### src/design/sync_xor_frame_receiver_assert.svh
// assertion macros for the frame receiver top module
`ifndef SYNC_XOR_FRAME_RECEIVER_ASSERT_SVH
`define SYNC_XOR_FRAME_RECEIVER_ASSERT_SVH

// same-cycle implication, sampled on clk, off while rst_n is low
`define SXFR_ASSERT_IMP(label, ante, cons, msg) \
    label: assert property (@(posedge clk) disable iff (!rst_n) (ante) |-> (cons)) \
        else $error(msg);

// next-cycle implication, sampled on clk, off while rst_n is low
`define SXFR_ASSERT_NEXT(label, ante, cons, msg) \
    label: assert property (@(posedge clk) disable iff (!rst_n) (ante) |=> (cons)) \
        else $error(msg);

`endif

### src/design/sxfr_pkg.sv
// types and constants shared by the frame receiver modules
`default_nettype none

package sxfr_pkg;

    localparam int PAYLOAD_LEN = 8;
    localparam int IDX_W       = (PAYLOAD_LEN > 1) ? $clog2(PAYLOAD_LEN) : 1;
    localparam int CNT_W       = $clog2(PAYLOAD_LEN + 1);
    localparam int ADDR_W      = IDX_W + 1;
    localparam int RAM_DEPTH   = 2 ** ADDR_W;

    localparam logic [7:0] SYNC_FIRST  = 8'hAA;
    localparam logic [7:0] SYNC_SECOND = 8'hCC;

    typedef enum logic [1:0] {
        PH_HUNT  = 2'd0,
        PH_SYNC2 = 2'd1,
        PH_BODY  = 2'd2
    } phase_t;

    // frame handed from the parser to the emitter
    typedef struct packed {
        logic valid;
        logic bank;
    } commit_t;

    // status of the frame queue
    typedef struct packed {
        logic       empty;
        logic       full;
        logic       head;
        logic [1:0] busy;
    } qstat_t;

endpackage

`default_nettype wire

### src/design/sxfr_ram.sv
// generic simple dual-port ram with registered read
`default_nettype none

module sxfr_ram #(
    parameter int WIDTH = 8,
    parameter int DEPTH = 16
) (
    input  wire logic                     clk,
    input  wire logic                     we,
    input  wire logic [$clog2(DEPTH)-1:0] waddr,
    input  wire logic [WIDTH-1:0]         wdata,
    input  wire logic                     re,
    input  wire logic [$clog2(DEPTH)-1:0] raddr,
    output logic      [WIDTH-1:0]         rdata
);

    logic [WIDTH-1:0] mem_reg [DEPTH];

    always_ff @(posedge clk)
    begin
        if (we)
        begin
            mem_reg[waddr] <= wdata;
        end
        if (re)
        begin
            rdata <= mem_reg[raddr];
        end
    end

endmodule

`default_nettype wire

### src/design/sxfr_front.sv
// byte parser: sync hunt, payload capture into ram, checksum check
`default_nettype none

module sxfr_front (
    input  wire logic                  clk,
    input  wire logic                  rst_n,
    input  wire logic                  push,
    output logic                       full,
    input  wire logic [7:0]            rx_byte,
    input  wire logic                  line_error,
    input  wire logic                  output_busy,
    input  wire logic [1:0]            busy_mask,
    output logic                       wr_en,
    output logic [sxfr_pkg::ADDR_W-1:0] wr_addr,
    output logic [7:0]                 wr_data,
    output sxfr_pkg::commit_t          commit
);
    import sxfr_pkg::*;

    phase_t           phase_reg, phase_next;
    logic [CNT_W-1:0] cnt_reg, cnt_next;
    logic [7:0]       xor_reg, xor_next;
    logic             wbank_reg, wbank_next;
    logic             take;
    logic             body_done;

    assign body_done = (cnt_reg == CNT_W'(PAYLOAD_LEN));
    // stall only when a payload beat would land in a bank still being emitted
    assign full = (phase_reg == PH_BODY) && !body_done && busy_mask[wbank_reg];
    assign take = push && !full && !line_error;

    always_comb
    begin
        phase_next = phase_reg;
        if (take)
        begin
            case (phase_reg)
                PH_SYNC2:
                begin
                    phase_next = (rx_byte == SYNC_SECOND) ? PH_BODY : PH_HUNT;
                end
                PH_BODY:
                begin
                    if (body_done)
                    begin
                        phase_next = PH_HUNT;
                    end
                end
                default:
                begin
                    phase_next = (rx_byte == SYNC_FIRST) ? PH_SYNC2 : PH_HUNT;
                end
            endcase
        end
    end

    always_comb
    begin
        cnt_next     = cnt_reg;
        xor_next     = xor_reg;
        wbank_next   = wbank_reg;
        wr_en        = 1'b0;
        wr_addr      = {wbank_reg, cnt_reg[IDX_W-1:0]};
        wr_data      = rx_byte;
        commit.valid = 1'b0;
        commit.bank  = wbank_reg;
        if (take)
        begin
            case (phase_reg)
                PH_SYNC2:
                begin
                    if (rx_byte == SYNC_SECOND)
                    begin
                        cnt_next = '0;
                        xor_next = xor_reg ^ SYNC_SECOND;
                    end
                end
                PH_BODY:
                begin
                    if (!body_done)
                    begin
                        wr_en    = 1'b1;
                        xor_next = xor_reg ^ rx_byte;
                        cnt_next = cnt_reg + 1'b1;
                    end
                    else if ((rx_byte == xor_reg) && !output_busy)
                    begin
                        commit.valid = 1'b1;
                        wbank_next   = ~wbank_reg;
                    end
                end
                default:
                begin
                    if (rx_byte == SYNC_FIRST)
                    begin
                        xor_next = SYNC_FIRST;
                    end
                end
            endcase
        end
    end

    always_ff @(posedge clk or negedge rst_n)
    begin
        if (!rst_n)
        begin
            phase_reg <= PH_HUNT;
            cnt_reg   <= '0;
            xor_reg   <= '0;
            wbank_reg <= 1'b0;
        end
        else
        begin
            phase_reg <= phase_next;
            cnt_reg   <= cnt_next;
            xor_reg   <= xor_next;
            wbank_reg <= wbank_next;
        end
    end

endmodule

`default_nettype wire

### src/design/sxfr_queue.sv
// two-entry queue of verified frame banks between parser and emitter
`default_nettype none

module sxfr_queue (
    input  wire logic              clk,
    input  wire logic              rst_n,
    input  wire sxfr_pkg::commit_t commit,
    input  wire logic              q_pop,
    output sxfr_pkg::qstat_t       qstat
);
    import sxfr_pkg::*;

    logic       slot_reg [2];
    logic       wp_reg, wp_next;
    logic       rp_reg, rp_next;
    logic [1:0] count_reg, count_next;

    always_comb
    begin
        wp_next    = wp_reg;
        rp_next    = rp_reg;
        count_next = count_reg;
        if (commit.valid)
        begin
            wp_next = ~wp_reg;
        end
        if (q_pop)
        begin
            rp_next = ~rp_reg;
        end
        case ({commit.valid, q_pop})
            2'b10:   count_next = count_reg + 2'd1;
            2'b01:   count_next = count_reg - 2'd1;
            default: count_next = count_reg;
        endcase
    end

    always_comb
    begin
        qstat.empty = (count_reg == 2'd0);
        qstat.full  = (count_reg == 2'd2);
        qstat.head  = slot_reg[rp_reg];
        qstat.busy  = 2'b00;
        if (count_reg != 2'd0)
        begin
            qstat.busy[slot_reg[rp_reg]] = 1'b1;
        end
        if (count_reg == 2'd2)
        begin
            qstat.busy[slot_reg[~rp_reg]] = 1'b1;
        end
    end

    always_ff @(posedge clk)
    begin
        if (commit.valid)
        begin
            slot_reg[wp_reg] <= commit.bank;
        end
    end

    always_ff @(posedge clk or negedge rst_n)
    begin
        if (!rst_n)
        begin
            wp_reg    <= 1'b0;
            rp_reg    <= 1'b0;
            count_reg <= 2'd0;
        end
        else
        begin
            wp_reg    <= wp_next;
            rp_reg    <= rp_next;
            count_reg <= count_next;
        end
    end

endmodule

`default_nettype wire

### src/design/sxfr_back.sv
// emitter: reads a queued bank out of ram, one beat per cycle while pop is held
`default_nettype none

module sxfr_back (
    input  wire logic                   clk,
    input  wire logic                   rst_n,
    input  wire sxfr_pkg::qstat_t       qstat,
    output logic                        q_pop,
    output logic                        rd_en,
    output logic [sxfr_pkg::ADDR_W-1:0] rd_addr,
    input  wire logic                   pop,
    output logic                        empty,
    output logic [5:0]                  byte_index,
    output logic                        last_byte
);
    import sxfr_pkg::*;

    logic [IDX_W-1:0] k_reg, k_next;
    logic             out_valid_reg, out_valid_next;
    logic [5:0]       idx_reg;
    logic             last_reg;
    logic             k_last;

    // the ram read register doubles as the payload output register
    assign k_last  = (k_reg == IDX_W'(PAYLOAD_LEN - 1));
    assign rd_en   = !qstat.empty && (!out_valid_reg || pop);
    assign rd_addr = {qstat.head, k_reg};
    assign q_pop   = rd_en && k_last;
    assign empty   = !out_valid_reg;

    always_comb
    begin
        k_next         = k_reg;
        out_valid_next = out_valid_reg;
        if (rd_en)
        begin
            k_next         = k_last ? '0 : k_reg + 1'b1;
            out_valid_next = 1'b1;
        end
        else if (pop)
        begin
            out_valid_next = 1'b0;
        end
    end

    always_ff @(posedge clk)
    begin
        if (rd_en)
        begin
            idx_reg  <= 6'(k_reg);
            last_reg <= k_last;
        end
    end

    always_ff @(posedge clk or negedge rst_n)
    begin
        if (!rst_n)
        begin
            k_reg         <= '0;
            out_valid_reg <= 1'b0;
        end
        else
        begin
            k_reg         <= k_next;
            out_valid_reg <= out_valid_next;
        end
    end

    assign byte_index = idx_reg;
    assign last_byte  = last_reg;

endmodule

`default_nettype wire

### src/design/sync_xor_frame_receiver.sv
// Frame receiver for byte streams of the form 0xAA, 0xCC, PAYLOAD_LEN payload
// bytes and an XOR checksum over all bytes before it. A byte is taken on every
// cycle with push high and full low; bytes flagged with line_error are dropped
// with no effect. A frame that checks and arrives with output_busy low is
// delivered as PAYLOAD_LEN beats (payload_byte, byte_index, last_byte), one
// beat per cycle while pop is held, via the frame queue and the ram read
// register. The payload sits in a two-bank ram: the parser fills one bank
// while the emitter drains the other, so full rises only when a payload byte
// would land in a bank whose frame has not yet been fully read out, i.e. when
// two verified frames are still waiting behind a stalled consumer.
`default_nettype none

module sync_xor_frame_receiver (
    input  wire logic       clk,
    input  wire logic       rst_n,
    input  wire logic       push,
    output logic            full,
    input  wire logic [7:0] rx_byte,
    input  wire logic       line_error,
    input  wire logic       output_busy,
    output logic            empty,
    input  wire logic       pop,
    output logic [7:0]      payload_byte,
    output logic [5:0]      byte_index,
    output logic            last_byte
);
    import sxfr_pkg::*;

    commit_t             commit;
    qstat_t              qstat;
    logic                q_pop;
    logic                wr_en;
    logic [ADDR_W-1:0]   wr_addr;
    logic [7:0]          wr_data;
    logic                rd_en;
    logic [ADDR_W-1:0]   rd_addr;

    sxfr_front u_front (
        .clk         (clk),
        .rst_n       (rst_n),
        .push        (push),
        .full        (full),
        .rx_byte     (rx_byte),
        .line_error  (line_error),
        .output_busy (output_busy),
        .busy_mask   (qstat.busy),
        .wr_en       (wr_en),
        .wr_addr     (wr_addr),
        .wr_data     (wr_data),
        .commit      (commit)
    );

    sxfr_queue u_queue (
        .clk    (clk),
        .rst_n  (rst_n),
        .commit (commit),
        .q_pop  (q_pop),
        .qstat  (qstat)
    );

    sxfr_ram #(
        .WIDTH (8),
        .DEPTH (RAM_DEPTH)
    ) u_ram (
        .clk   (clk),
        .we    (wr_en),
        .waddr (wr_addr),
        .wdata (wr_data),
        .re    (rd_en),
        .raddr (rd_addr),
        .rdata (payload_byte)
    );

    sxfr_back u_back (
        .clk        (clk),
        .rst_n      (rst_n),
        .qstat      (qstat),
        .q_pop      (q_pop),
        .rd_en      (rd_en),
        .rd_addr    (rd_addr),
        .pop        (pop),
        .empty      (empty),
        .byte_index (byte_index),
        .last_byte  (last_byte)
    );

`include "sync_xor_frame_receiver_assert.svh"

    `SXFR_ASSERT_IMP(a_commit_room, commit.valid, !qstat.full, "frame committed to full queue")
    `SXFR_ASSERT_IMP(a_write_free_bank, wr_en, !qstat.busy[wr_addr[ADDR_W-1]], "payload write into busy bank")
    `SXFR_ASSERT_IMP(a_read_queued, rd_en, !qstat.empty, "ram read with no frame queued")
    `SXFR_ASSERT_NEXT(a_commit_busy, commit.valid, qstat.busy != 2'b00, "committed bank not marked busy")

endmodule

`default_nettype wire

### config.mk
export PLATFORM = sky130hd
export DESIGN_NAME = sync_xor_frame_receiver
export DESIGN_NICKNAME = d
export VERILOG_FILES = /design/src/design/sxfr_pkg.sv /design/src/design/sxfr_ram.sv /design/src/design/sxfr_front.sv /design/src/design/sxfr_queue.sv /design/src/design/sxfr_back.sv /design/src/design/sync_xor_frame_receiver.sv
export VERILOG_INCLUDE_DIRS = /design/src /design/src/design
export SDC_FILE = /design/constraint.sdc
export NUM_CORES = 1
export LEC_CHECK = 0
export ABC_AREA = 0
export BUFFER_PORTS_ARGS = -buffer_cell sky130_fd_sc_hd__clkbuf_2
export CAP_MARGIN = 30
export CORE_AREA = 5 5 125 127
export DETAILED_ROUTE_END_ITERATION = 8
export DIE_AREA = 0 0 130 132
export HOLD_SLACK_MARGIN = 0.15
export PLACE_DENSITY_LB_ADDON = 0.12
export SLEW_MARGIN = 20
export SYNTH_ARGS = -nofsm -noshare
export SYNTH_HDL_FRONTEND = slang
export SYNTH_SLANG_ARGS = --single-unit
### constraint.sdc
create_clock -name clk -period 2.6 [get_ports clk]
set_input_delay 0.13 -clock clk [delete_from_list [all_inputs] [get_ports clk]]
set_output_delay 0.13 -clock clk [all_outputs]
set_load 0.005 [all_outputs]
==> flow_metrics.py <==
metrics = {
    "route": {
        "vias_per_cell": 5.59,
        "wl_um": 15000,
        "first_iter_violations": 278,
        "dr.pass1.iters": 4,
        "postRouteAntennaNets": 0,
        "avgRoutedWirePerCell_um": 21.7,
        "route.vias.total": 3850,
        "remaining_drc_errors": 0,
    },
    "grt": {
        "first_global_vias": 4014,
        "grt_max_degree": 24,
        "grt_pass1_wl_um": 23400,
        "grt.total_usage_pct": 18.6,
        "grt_antenna_before_repair": 0,
        "grt_overflow": 0,
    },
    "cells_and_area": {
        "drive_above_1_share_pct": 27.9,
        "num_antenna_cells": 0,
        "syn2layout_area_growth_pct": 17.3,
        "seq_area_mm2": 0.00484,
        "multi_input_area_mm2": 0.00203,
        "largest_reg_flops": 128,
        "final_nets": 515,
        "fillers": 1154,
    },
    "clocking": {
        "cts_buffer_depth": 2,
        "clock_sinks": 165,
        "cts_buffers": 17,
        "htree_levels": 4,
        "root_buffer": "clkbuf_16",
        "clk_pin_slew_worst_paths_ns": 0.06,
        "cts.repair.resized": 0,
        "clk_latency_ns": 0.42,
        "cts_tree": "done",
    },
    "floorplan": {
        "core_area_mm2": 0.0143,
        "die_w_um": 130,
        "ios": 31,
        "start_util_pct": 49.0,
        "die_y_um": 132,
        "rows": 44,
        "die_area_mm2": 0.0172,
    },
    "placement": {
        "dp_hpwl_um": 10300,
        "dp_slack_ns": 0.330,
        "globalplace.congestion": 0.762,
        "io_buffers": 27,
    },
    "worst_hold_path": {
        "hp-class": "in2reg",
    },
    "sta": {
        "slew_headroom_pct": 56.9,
        "worst_slack_ns": 0.306,
        "fin_crit_sh_pct": 88.2,
        "rsz0062_at_grt": "no",
        "final_hold_viol_count": 0,
        "slew_violations": 0,
        "layout_min_cycle_time_ns": 2.29,
        "fmax_ghz": 0.436,
        "tightest_slew_ns": 0.646,
        "finalSetupTns_ns": 0,
        "finalClockSkew_ns": 0.00912,
        "setup_violations": 0,
    },
    "synth": {
        "async_reset_ff_share_pct": 13.9,
        "synthTopCellsByCount": "edfxtp_1 (142), mux4_2 (32), nor2_1 (25)",
        "yosysTopAreaCell": "edfxtp_1",
        "yosys_register_bits": 165,
        "synth_top_flop_cell": "edfxtp_1",
        "synthesis.area_mm2": 0.00701,
        "ys_types": 52,
        "synth.area.top_cells": "edfxtp_1 (61%), mux4_2 (10%), dfrtp_1 (8.2%), ha_1 (1.6%), a21oi_1 (1.6%)",
        "synth_edf_count": 142,
        "postSynthCellCount": 423,
        "yosysWarnings": 0,
        "synth_top_cell_area_share_pct": 60.9,
        "syn_area_per_cell_um2": 16.6,
        "ys_seq_area_share_pct": 69.1,
        "yosysMostFrequentCell": "edfxtp_1",
    },
    "pwr": {
        "irDropWorstVdd_mv": 0.402,
        "power_leakage_nw": 2.81,
        "power.density_mw_per_mm2": 660,
    },
    "setup_path": {
        "crit_path_start_kind": "flop",
        "cp.required_ns": 2.72,
        "worstSetupPathType": "reg2reg",
        "crit_fanout": 8,
        "cp-end-kind": "flop",
        "crit_arrival_ns": 2.42,
    },
    "status": {
        "status": "finished clean",
    },
    "flow_run": {
        "drv_cap": 0,
    },
}
==> per-layer routing <==
| layer | part of all wire [%] | vias up | GRT usage, % | wire length (µm) |
|---|---|---|---|---|
| li1 | - | 1780 | - | - |
| met2 | 48 | 107 | 28.7 | 7210 |
| met5 | 0 | - | 0 | 0 |
| met3 | 5.5 | 15 | 4.94 | 821 |
| met1 | 45 | 1948 | 26.0 | 6700 |
| met4 | 1.6 | 0 | 5.77 | 238 |
==> path summary, 6_finish.rpt <==
path	startpoint	to	slack, ns	cells past startpoint
setup / recovery	u_front.cnt_reg[0]	u_ram.mem_reg[1][6]	0.31	9
hold / removal	rx_byte[6]	u_ram.mem_reg[2][6]	0.18	1
setup reg to reg	u_front.cnt_reg[0]	u_ram.mem_reg[1][6]	0.31	9
hold reg to reg	u_front.cnt_reg[3]	u_front.cnt_reg[3]	0.49	1
max in group asynchronous	rst_n	u_back.k_reg[0]	1.88	2
min in group asynchronous	rst_n	u_queue.wp_reg	0.27	2
==> cell usage in the layout, fill, tap and decap left out, types with 6 or more instances in the layout <==
cell type	netlist	final
inv_1	10	10
a211oi_1	8	8
and2_1	7	7
a21oi_1	22	21
clkbuf_16	0	19
mux2i_1	9	9
ha_1	9	9
nor2_1	25	25
xor2_1	6	6
nand3_1	7	7
buf_4	7	35
nand2_1	20	20
a31oi_1	6	6
mux4_2	32	32
edfxtp_1	142	142
dfrtp_1	23	22
xnor2_1	8	8
nor2b_1	10	10
clkbuf_2	0	27
==> critical path, stage by stage, from the launching register on <==
cell and delay (ns):
dfrtp_1 0.45, inv_1 0.09, ha_1 0.21, nand2_1 0.08, or2_2 0.13, nand3_1 0.11
a21oi_1 0.34, nand2_1 0.18, nor3_1 0.18, buf_4 0.21
==> kinds of logic (layout without fill, tap and decap cells) <==
| group | after synthesis | after routing | synth area share [%] |
|---|---|---|---|
| flip-flops | 165 | 165 | 69.1 |
| AND/OR/NAND/NOR | 97 | 97 | 7.25 |
| AO/OA/AOI/OAI | 62 | 62 | 6.20 |
| multiplexers | 43 | 43 | 11.9 |
| buffers and inverters | 32 | 112 | 2.18 |
| XOR/XNOR | 14 | 14 | 1.75 |
| adder cells (fa/ha/maj) | 9 | 9 | 1.61 |
| other | 1 | 3 | 0.0535 |
==> power breakdown <==
part / leakage (nW) / internal (mW) / switching, mW / total [mW]
logic: 0.954 / 0.0339 / 0.0719 / 0.106
clock network: 0.290 / 1.47 / 0.970 / 2.44
registers: 1.57 / 2.88 / 0.00523 / 2.88
==> metrics by stage <==
step / utilization (%) / total power, mW / cells / instance area (µm²) / hold slack (ns)
CTS: 57.4 / 5.47 / 689 / 8220 / 0.156
global placement: 52.9 / 3.03 / 652 / 7580 / 0.172
floorplan: - / 2.96 / 425 / 7010 / -0.166
finish: 57.4 / 5.42 / 689 / 8220 / 0.180
detailed placement: 52.9 / 3.04 / 652 / 7580 / 0.179
global route: 57.4 / 5.61 / 689 / 8220 / 0.161
==> layout make-up <==
cell class              count  area share, %
clock buffers              27           6.76
clock inverters             5          0.426
inverters                  11          0.503
multi-input cells         228           24.7
flip-flops and latches    165           58.9
well taps                 184           2.80
repair buffers             69           5.94
==> timing repair <==
| action | CTS | global route |
|---|---|---|
| setup buffers | 0 | 0 |
| hold endpoints to repair | 30 | 0 |
| hold buffers | 5 | 0 |
(Power assumes the default switching activity.)
